<file path="src/design/ppq_pkg.sv">
// ----------------------------------------------------------------------------
// Process priority queue package
// Shared widths, action and status codes, controller states and the
// command and status records between controller and datapath.
// ----------------------------------------------------------------------------
package ppq_pkg;

  localparam int DEFAULT_QUEUE_DEPTH = 16;

  localparam int ACTION_W   = 2;
  localparam int HANDLE_W   = 8;
  localparam int PRIORITY_W = 8;
  localparam int INDEX_W    = 6;
  localparam int STATUS_W   = 2;
  localparam int NEXT_W     = 7;
  localparam int OCC_W      = 7;
  localparam int PADDR_W    = 3;
  localparam int PDATA_W    = 32;

  localparam logic [ACTION_W-1:0] ACT_ENQUEUE = 2'd0;
  localparam logic [ACTION_W-1:0] ACT_DEQUEUE = 2'd1;
  localparam logic [ACTION_W-1:0] ACT_READ    = 2'd2;

  localparam logic [STATUS_W-1:0] STAT_OK    = 2'd0;
  localparam logic [STATUS_W-1:0] STAT_FULL  = 2'd1;
  localparam logic [STATUS_W-1:0] STAT_EMPTY = 2'd2;
  localparam logic [STATUS_W-1:0] STAT_RANGE = 2'd3;

  localparam logic REG_PRIORITY_MODE = 1'b0;

  typedef enum logic [2:0] {
    ST_IDLE = 3'b001,
    ST_EXEC = 3'b010,
    ST_SCAN = 3'b100
  } ppq_state_t;

  typedef struct packed {
    logic load;
    logic simple;
    logic scan_init;
    logic scan_step;
    logic remove;
    logic head;
  } ppq_cmd_t;

  typedef struct packed {
    logic [ACTION_W-1:0] action;
    logic                empty;
    logic                scan_done;
  } ppq_stat_t;

endpackage

</file>
<file path="src/design/ppq_ctrl.sv">
// ----------------------------------------------------------------------------
// Process priority queue controller
// Sequences one request: capture, execute, and the priority scan that ends
// in the removal of the selected entry.
// ----------------------------------------------------------------------------
module ppq_ctrl (
  input  logic               clk,
  input  logic               rst,
  input  logic               start,
  input  logic               priority_mode,
  input  ppq_pkg::ppq_stat_t stat,
  output ppq_pkg::ppq_cmd_t  cmd,
  output logic               busy
);
  import ppq_pkg::*;

  ppq_state_t state;
  ppq_state_t state_next;

  always_ff @(posedge clk) begin
    if (rst) begin
      state <= ST_IDLE;
    end else begin
      state <= state_next;
    end
  end

  always_comb begin
    state_next = state;
    cmd        = '0;
    unique case (state)
      ST_IDLE: begin
        if (start) begin
          cmd.load   = 1'b1;
          state_next = ST_EXEC;
        end
      end
      ST_EXEC: begin
        if (stat.action == ACT_DEQUEUE && !stat.empty) begin
          if (priority_mode) begin
            cmd.scan_init = 1'b1;
            state_next    = ST_SCAN;
          end else begin
            cmd.remove = 1'b1;
            cmd.head   = 1'b1;
            state_next = ST_IDLE;
          end
        end else begin
          cmd.simple = 1'b1;
          state_next = ST_IDLE;
        end
      end
      ST_SCAN: begin
        if (stat.scan_done) begin
          cmd.remove = 1'b1;
          state_next = ST_IDLE;
        end else begin
          cmd.scan_step = 1'b1;
        end
      end
      default: begin
        state_next = ST_IDLE;
      end
    endcase
  end

  assign busy = (state != ST_IDLE);

endmodule

</file>
<file path="src/design/ppq_datapath.sv">
// ----------------------------------------------------------------------------
// Process priority queue datapath
// Row of entry cells with tail append and parallel compaction, the
// lowest-priority scan unit, and the result registers.
// ----------------------------------------------------------------------------
module ppq_datapath #(
  parameter int QUEUE_DEPTH = ppq_pkg::DEFAULT_QUEUE_DEPTH
) (
  input  logic                               clk,
  input  logic                               rst,
  input  ppq_pkg::ppq_cmd_t                  cmd,
  output ppq_pkg::ppq_stat_t                 stat,
  input  logic [ppq_pkg::ACTION_W-1:0]       action,
  input  logic [ppq_pkg::HANDLE_W-1:0]       proc_handle,
  input  logic [ppq_pkg::PRIORITY_W-1:0]     proc_priority,
  input  logic [ppq_pkg::INDEX_W-1:0]        read_index,
  output logic                               done,
  output logic [ppq_pkg::STATUS_W-1:0]       status,
  output logic [ppq_pkg::HANDLE_W-1:0]       out_handle,
  output logic [ppq_pkg::PRIORITY_W-1:0]     out_priority,
  output logic [ppq_pkg::NEXT_W-1:0]         next_index,
  output logic [ppq_pkg::OCC_W-1:0]          occupancy,
  output logic                               is_empty
);
  import ppq_pkg::*;

  localparam int IDXW = (QUEUE_DEPTH > 1) ? $clog2(QUEUE_DEPTH) : 1;
  localparam int CW   = $clog2(QUEUE_DEPTH + 1);

  logic [HANDLE_W-1:0]   hdl_cells [QUEUE_DEPTH];
  logic [PRIORITY_W-1:0] pri_cells [QUEUE_DEPTH];
  logic [CW-1:0]         count;
  logic [CW-1:0]         count_next;

  logic [ACTION_W-1:0]   act;
  logic [HANDLE_W-1:0]   hdl;
  logic [PRIORITY_W-1:0] pri;
  logic [INDEX_W-1:0]    idx;

  logic [CW-1:0]         scan;
  logic [IDXW-1:0]       best;
  logic [PRIORITY_W-1:0] best_pri;

  logic                  full;
  logic                  enq_we;
  logic                  res_we;
  logic [IDXW-1:0]       rem_pos;
  logic [STATUS_W-1:0]   res_status;
  logic [HANDLE_W-1:0]   res_hdl;
  logic [PRIORITY_W-1:0] res_pri;
  logic [NEXT_W-1:0]     res_next;
  logic [PRIORITY_W-1:0] scan_pri;

  assign full     = (count == CW'(QUEUE_DEPTH));
  assign rem_pos  = cmd.head ? '0 : best;
  assign scan_pri = pri_cells[scan[IDXW-1:0]];

  assign stat.action    = act;
  assign stat.empty     = (count == '0);
  assign stat.scan_done = (scan >= count);

  always_comb begin
    count_next = count;
    enq_we     = 1'b0;
    res_we     = 1'b0;
    res_status = STAT_OK;
    res_hdl    = '0;
    res_pri    = '0;
    res_next   = {1'b0, idx};
    if (cmd.simple) begin
      res_we = 1'b1;
      unique case (act)
        ACT_ENQUEUE: begin
          if (full) begin
            res_status = STAT_FULL;
          end else begin
            enq_we     = 1'b1;
            count_next = count + 1'b1;
          end
        end
        ACT_DEQUEUE: begin
          res_status = STAT_EMPTY;
        end
        ACT_READ: begin
          if (count == '0) begin
            res_status = STAT_EMPTY;
          end else if ({1'b0, idx} >= NEXT_W'(count)) begin
            res_status = STAT_RANGE;
          end else begin
            res_hdl  = hdl_cells[idx[IDXW-1:0]];
            res_pri  = pri_cells[idx[IDXW-1:0]];
            res_next = {1'b0, idx} + 1'b1;
          end
        end
        default: begin
        end
      endcase
    end else if (cmd.remove) begin
      res_we     = 1'b1;
      res_hdl    = hdl_cells[rem_pos];
      res_pri    = pri_cells[rem_pos];
      count_next = count - 1'b1;
    end
  end

  always_ff @(posedge clk) begin
    if (rst) begin
      count <= '0;
      done  <= 1'b0;
    end else begin
      count <= count_next;
      done  <= res_we;
    end
  end

  always_ff @(posedge clk) begin
    if (cmd.load) begin
      act <= action;
      hdl <= proc_handle;
      pri <= proc_priority;
      idx <= read_index;
    end
    if (cmd.scan_init) begin
      scan     <= CW'(1);
      best     <= '0;
      best_pri <= pri_cells[0];
    end else if (cmd.scan_step) begin
      scan <= scan + 1'b1;
      if (scan_pri < best_pri) begin
        best     <= scan[IDXW-1:0];
        best_pri <= scan_pri;
      end
    end
    if (res_we) begin
      status       <= res_status;
      out_handle   <= res_hdl;
      out_priority <= res_pri;
      next_index   <= res_next;
      occupancy    <= OCC_W'(count_next);
      is_empty     <= (count_next == '0);
    end
  end

  always_ff @(posedge clk) begin
    for (int i = 0; i < QUEUE_DEPTH; i++) begin
      if (cmd.remove) begin
        if (i < QUEUE_DEPTH - 1 && IDXW'(i) >= rem_pos) begin
          hdl_cells[i] <= hdl_cells[(i < QUEUE_DEPTH - 1) ? i + 1 : i];
          pri_cells[i] <= pri_cells[(i < QUEUE_DEPTH - 1) ? i + 1 : i];
        end
      end else if (enq_we && CW'(i) == count) begin
        hdl_cells[i] <= hdl;
        pri_cells[i] <= pri;
      end
    end
  end

endmodule

</file>
<file path="src/design/process_priority_queue.sv">
// ----------------------------------------------------------------------------
// Process priority queue
// Bounded ready queue of process handles with FIFO or lowest-priority
// dequeue, read at index, and an APB-style mode register.
// ----------------------------------------------------------------------------
// A request is taken when start is high while busy is low. Enqueue, read,
// FIFO dequeue and every request that fails or does nothing pass through the
// capture and execute states before the next acceptance; a priority dequeue
// adds the scan state, where the scan unit visits one stored entry per cycle.
// Each result appears for exactly one cycle with done high and cannot be
// held off, so the receiver must take it in that cycle. A new request may be
// accepted in the same cycle that a result is shown.
module process_priority_queue #(
  parameter int QUEUE_DEPTH = ppq_pkg::DEFAULT_QUEUE_DEPTH
) (
  input  logic                               clk,
  input  logic                               rst,
  input  logic                               start,
  output logic                               busy,
  input  logic [ppq_pkg::ACTION_W-1:0]       action,
  input  logic [ppq_pkg::HANDLE_W-1:0]       proc_handle,
  input  logic [ppq_pkg::PRIORITY_W-1:0]     proc_priority,
  input  logic [ppq_pkg::INDEX_W-1:0]        read_index,
  output logic                               done,
  output logic [ppq_pkg::STATUS_W-1:0]       status,
  output logic [ppq_pkg::HANDLE_W-1:0]       out_handle,
  output logic [ppq_pkg::PRIORITY_W-1:0]     out_priority,
  output logic [ppq_pkg::NEXT_W-1:0]         next_index,
  output logic [ppq_pkg::OCC_W-1:0]          occupancy,
  output logic                               is_empty,
  input  logic                               psel,
  input  logic                               penable,
  input  logic                               pwrite,
  input  logic [ppq_pkg::PADDR_W-1:0]        paddr,
  input  logic [ppq_pkg::PDATA_W-1:0]        pwdata,
  output logic [ppq_pkg::PDATA_W-1:0]        prdata,
  output logic                               pready
);
  import ppq_pkg::*;

  logic      priority_mode;
  ppq_cmd_t  cmd;
  ppq_stat_t stat;

  assign pready = 1'b1;

  always_ff @(posedge clk) begin
    if (rst) begin
      priority_mode <= 1'b0;
    end else if (psel && penable && pwrite && pready && paddr[2] == REG_PRIORITY_MODE) begin
      priority_mode <= pwdata[0];
    end
  end

  assign prdata = (paddr[2] == REG_PRIORITY_MODE) ? {{(PDATA_W-1){1'b0}}, priority_mode}
                                                  : '0;

  ppq_ctrl u_ctrl (
    .clk           (clk),
    .rst           (rst),
    .start         (start),
    .priority_mode (priority_mode),
    .stat          (stat),
    .cmd           (cmd),
    .busy          (busy)
  );

  ppq_datapath #(
    .QUEUE_DEPTH (QUEUE_DEPTH)
  ) u_datapath (
    .clk           (clk),
    .rst           (rst),
    .cmd           (cmd),
    .stat          (stat),
    .action        (action),
    .proc_handle   (proc_handle),
    .proc_priority (proc_priority),
    .read_index    (read_index),
    .done          (done),
    .status        (status),
    .out_handle    (out_handle),
    .out_priority  (out_priority),
    .next_index    (next_index),
    .occupancy     (occupancy),
    .is_empty      (is_empty)
  );

endmodule

</file>
<file path="config.mk">
export PLATFORM = sky130hd
export DESIGN_NAME = process_priority_queue
export DESIGN_NICKNAME = d
export VERILOG_FILES = /design/src/design/ppq_pkg.sv /design/src/design/ppq_ctrl.sv /design/src/design/ppq_datapath.sv /design/src/design/process_priority_queue.sv
export SDC_FILE = /design/constraint.sdc
export NUM_CORES = 1
export LEC_CHECK = 0
export BUFFER_PORTS_ARGS = -buffer_cell sky130_fd_sc_hd__buf_2
export CORE_MARGIN = 4
export CORE_UTILIZATION = 38
export CTS_CLUSTER_SIZE = 28
export DETAILED_ROUTE_END_ITERATION = 6
export GPL_ROUTABILITY_DRIVEN = 0
export GPL_TIMING_DRIVEN = 0
export PLACE_DENSITY_LB_ADDON = 0.08
export SYNTH_ARGS = -nofsm -noshare
export SYNTH_HDL_FRONTEND = slang
export SYNTH_SLANG_ARGS = --single-unit
</file>
<file path="constraint.sdc">
create_clock -name clk -period 6.1 [get_ports clk]
set_clock_uncertainty 0.1 [all_clocks]
set_input_delay 0.305 -clock clk [delete_from_list [all_inputs] [get_ports clk]]
set_output_delay 0.305 -clock clk [all_outputs]
set_load 0.03 [all_outputs]
</file>
### Yosys cells after proc, flatten, opt, wreduce, memory -nomap -nowiden

Memories as Yosys holds them, arrays and structs flattened. A register that Yosys moved wholly into a read port is not among the register bits.
Index checks and enable logic that the tools add are counted.

| storage, ports and cells | value |
|---|---|
| register bits | 82 |
| memory bits (writable) | 256 |
| output and inout bits | 68 |
| memories kept | 2 |

| operators by class | value |
|---|---|
| add/subtract/negate cells | 4 |
| magnitude comparators | 18 |
| equal/unequal tests | 24 |
| muxes and demuxes | 183 |
| bitwise operators | 33 |
| reduce and logical (&&, ||, !) cells | 32 |

Memories:

| memory | words | bits a word | read ports | clocked after Yosys merged registers in | write ports | line | RTL |
|---|---|---|---|---|---|---|---|
| u_datapath.hdl_cells | 16 | 8 | 17 | 1 | 15 | ppq_datapath.sv:30 | `logic [HANDLE_W-1:0] hdl_cells [QUEUE_DEPTH];` |
| u_datapath.pri_cells | 16 | 8 | 19 | 2 | 15 | ppq_datapath.sv:31 | `logic [PRIORITY_W-1:0] pri_cells [QUEUE_DEPTH];` |

Operator list:

| operator | number |
|---|---|
| 2-to-1 mux 8 bit | 45 |
| 2-to-1 mux 1 bit | 111 |
| == test 4 x 5 -> 1 bit (first input constant) | 8 |
| bitwise OR 1 bit | 30 |
| >= comparator 4 bit (first input constant) | 7 |
| 2-to-1 mux 4 bit | 7 |
| 2-to-1 mux 6 bit | 4 |
| == test 3 x 5 -> 1 bit (first input constant) | 4 |
| logical AND 1 bit | 20 |
| 2-to-1 mux 5 bit | 4 |
| >= comparator 3 x 4 -> 1 bit (first input constant) | 4 |
| OR reduction 8 bit | 2 |
| 2-to-1 mux 3 bit | 4 |
| adder 5 x 1 -> 5 bit (second input constant) | 2 |
| == test 2 x 5 -> 1 bit (first input constant) | 2 |
| logical NOT 5 bit | 2 |
| 2-to-1 mux 2 bit | 5 |
| one-hot mux 3 bit (3 select lines) | 1 |
| >= comparator 1 x 4 -> 1 bit (first input constant) | 2 |
| >= comparator 2 x 4 -> 1 bit (first input constant) | 2 |
| less-than comparator 8 bit | 1 |
| adder 6 x 1 -> 7 bit (second input constant) | 1 |
| >= comparator 6 x 5 -> 1 bit | 1 |
| one-hot mux 2 bit (3 select lines) | 1 |
| other kinds (18) | 24 |

### Depth between registers and ports, before layout

| depth | value |
|---|---|
| depth in word-level cells | 12 |
| gate-level depth with buffers | 13 |
| mapped depth without buffers | 10 |

### By module

From an unflattened synthesis, not the netlist that was laid out.

| unflattened totals | value |
|---|---|
| cells, all modules | 1436 |
| area total of the unflattened synthesis | 20751.2 µm² |

By module, submodules not included:

| module | times used | cells each | area an instance (µm²) | seq. area each (µm²) |
|---|---|---|---|---|
| ppq_datapath | 1 | 1372 | 20238.2 | 10039.6 |
| process_priority_queue | 1 | 40 | 309.0 | 20.0 |
| ppq_ctrl | 1 | 24 | 203.9 | 60.1 |

### Worst setup path before layout

Ideal clock, no wire load.

| path | value |
|---|---|
| kind | register -> register |
| start | reg (tool-made name) |
| end | reg u_datapath.best_pri[0], enable pin |
| setup time | 308 ps |
| data arrival time | 3622 ps |
| required time | 5692 ps |
| slack | 2070 ps |
| stages on the path, launching flop included | 11 |
| path buffers | 3 |
| path through | dfxtp_1 > clkbuf_1 > buf_1 > buf_2 > mux4_2 > mux4_2 > ha_1 > and4_1 > o211ai_1 > o21ai_1 > nand2_1 |

RTL lines:

| item | line | RTL |
|---|---|---|
| end signal, assigned | ppq_datapath.sv:126 | `best_pri <= pri_cells[0];` |
| end signal, assigned | ppq_datapath.sv:131 | `best_pri <= scan_pri;` |
| end, declared | ppq_datapath.sv:42 | `logic [PRIORITY_W-1:0] best_pri;` |

==> impl_metrics.yaml <==
cts:
  ctsResizeCount: 0
  cts_tree: "done"
  cts_buffers: 41
  cts-root-buf: "clkbuf_16"
  cts-htree-levels: 2
  post_cts.repair.setup_buffers: 0
  path_clk_slew_ps: 60
  cts_sinks: 346
  clk_path_buf_depth: 3
  worstSkewPairLatency_ps: 570
routing:
  ant_nets: 0
  drt_first_iter_violations: 1514
  firstDrtPassIters: 5
  wirelength_um: 67300
  viasPerCell: 5.89
  num_vias: 13462
  drc_errors: 0
  wl_per_cell_um: 29.5
worst_setup_path:
  critical_path_class: "flop to flop"
  startpoint_type: "flop"
  worstPathMaxFanout: 10
  worstPathRequired_ps: 6210
  arrival_ps: 5520
  endpoint_kind: "flop"
power:
  switchingPower_uw: 1320
  powerDensity_nw_per_um2: 238
  p_seq_share_pct: 48.1
  swShare_pct: 24.2
  vdd_drop_max_v: 0.000180
  p_clk_share_pct: 43.3
  leakagePower_uw: 0.00762
  p_int_uw: 4140
  comb_power_share_pct: 8.6
final_layout:
  nNetsFinal: 1663
  final_common_cell: "edfxtp_1"
  final_layout_size_suffix_gt1_share_pct: 36.3
  fillers: 4760
  antennaDiodeCount: 0
  syn2layout_area_growth_pct: 14.3
  final_cell_mix: "319 x edfxtp_1, 250 x mux2_2, 128 x mux4_2"
timing:
  rsz0062_at_grt: "no"
  slew_violations: 0
  finalCritPeriodShare_pct: 88.7
  final-setup-viol-count: 0
  fmax_mhz: 185
  tightestPinTransition_ps: 1380
  holdWs_ps: 24.0
  relSlewSlack_pct: 7.23
  fin_crit_ps: 5410
  finalSetupTns_ps: 0
  hold_viol: 0
global_route:
  antenna_found_initial: 5
  grt_start_max_net_pins: 30
  grt.total_usage_pct: 23.5
  grt_pass1_vias: 13362
  grt_pass1_wl_um: 96200
  grt_overflow: 0
logic_synthesis:
  synth_area_leader_cell: "edfxtp_1"
  netlist_area_um2: 20000
  synth-seq-area-share_pct: 50.5
  syn_area_per_cell_um2: 14.3
  synth_ff_type: "edfxtp_1"
  async_reset_ff_share_pct: 0
  synth_top_area_share_pct: 47.8
  synth_edf_count: 319
  synth_warnings: 0
  syn_inst: 1405
  synth.area.top_cells: "edfxtp_1 48%, mux4_2 14%, mux2_2 14%, mux2i_1 2.9%, dfxtp_1 2.7%"
  synth-seq-cells: 346
  synth.distinct_cells: 68
worst_hold_path:
  min_path_type: "primary input to flop"
  min_from: "pwrite"
floorplanning:
  initial_core_util_pct: 38.7
  die-width_um: 238
  coreArea_um2: 51700
  die_y_um: 238
  die_area_um2: 56500
  core.rowCount: 83
  ios: 133
place:
  hpwl_um: 51500
  io_buffers: 64
outcome:
  status: "finished clean"
flow_run:
  maxCapViolCount: 0
==> cells in the mapped netlist (all sizes together) (4+ instances only) <==
| library cell | instances |
|---|---|
| o2111ai | 10 |
| nand4 | 9 |
| nor2b | 21 |
| dfxtp | 27 |
| clkbuf | 60 |
| o32ai | 4 |
| a211o | 7 |
| ha | 25 |
| nor3 | 5 |
| xor2 | 5 |
| a211oi | 11 |
| xnor2 | 4 |
| o22ai | 9 |
| edfxtp | 319 |
| a31oi | 5 |
| o21ai | 33 |
| a21o | 4 |
| buf | 74 |
| mux2i | 59 |
| nor2 | 46 |
| inv | 26 |
| mux2 | 250 |
| or2 | 5 |
| nand3 | 39 |
| o2bb2ai | 14 |
| nor3b | 4 |
| a22oi | 6 |
| a21oi | 27 |
| a2111oi | 10 |
| mux4 | 128 |
| and3 | 8 |
| and2 | 5 |
| nand2 | 103 |
==> final cells by class <==
class	count	area (um^2)	area share [%]
plain buffers	134	673	2.94
well taps	680	851	3.72
inverters	26	97.6	0.426
multi-input cells	932	9300	40.6
clock inverters	12	58.8	0.257
flip-flops and latches	346	10100	44.2
clock buffers	62	1190	5.19
repair buffers	92	608	2.66
==> path summary, 6_finish.rpt <==
path / end / slack [ps] / depth (start not counted)
worst max-delay path: u_datapath.best_pri[3] / 690 / 10
worst min-delay path: priority_mode / 20 / 4
worst max register to register: u_datapath.best_pri[3] / 690 / 10
worst min register to register: u_datapath.scan[4] / 460 / 2
==> sequential cells by signal, summed over array words and instances (netlist names), 2 cells and up, named ones only <==
signal,cells
u_datapath.hdl,8
u_datapath.best_pri,8
u_datapath.count,5
u_datapath.next_index,7
u_datapath.out_priority,8
u_datapath.idx,6
u_datapath.act,2
u_datapath.best,4
u_ctrl.state,3
u_datapath.status,2
u_datapath.scan,5
u_datapath.occupancy,5
u_datapath.pri,8
u_datapath.pri_cells,128
u_datapath.out_handle,8
u_datapath.hdl_cells,128
==> layer usage <==
metal  global-route usage, %  wire (um)
met1                    34.9      30100
met3                    5.70       6280
met2                    33.8      28700
met5                       0         38
met4                    7.52       2160
==> through the flow <==
step	total power (uW)	utilization, %	instance area, um^2	worst slack (ps)	cells
6_report	5450	44.3	22900	687	2284
4_1_cts	5500	44.3	22900	509	2284
2_1_floorplan	2970	-	20200	2070	1438
5_1_grt	5630	44.3	22900	241	2284
3_5_place_dp	3120	41.4	21400	509	2184
3_3_place_gp	3110	41.2	21300	-0.846	2182
==> what timing repair did <==
| action | CTS | global route |
|---|---|---|
| hold buffers | 26 | 0 |
| endpoints found under the setup margin | 0 | 0 |
| hold endpoints to repair | 30 | 0 |
==> power groups by stage <==
stage | registers [uW] | logic, uW | clock network [uW]
detailed placement | 2670 | 448 | 0
finish | 2620 | 471 | 2360
CTS | 2620 | 463 | 2420
global route | 2620 | 496 | 2510
global placement | 2670 | 443 | 0
floorplan | 2670 | 305 | 0
==> logic make-up after synthesis <==
group / share of synthesized area (%)
flip-flops: 50.5
adder cells (fa/ha/maj): 1.56
XOR/XNOR: 0.393
buffers and inverters: 3.85
AND/OR/NAND/NOR: 6.15
AO/OA/AOI/OAI: 6.10
other: 0.0375
multiplexers: 31.4
==> worst max-delay path: stages, from the launching register on <==
cell	delay [ps]
dfxtp_1	300
clkbuf_1	380
buf_1	680
buf_2	580
mux4_2	660
mux4_2	560
ha_1	340
and4_1	240
o211ai_1	110
o21ai_1	640
nand2_1	450
Note: power is estimated with default switching activity, not from simulation.
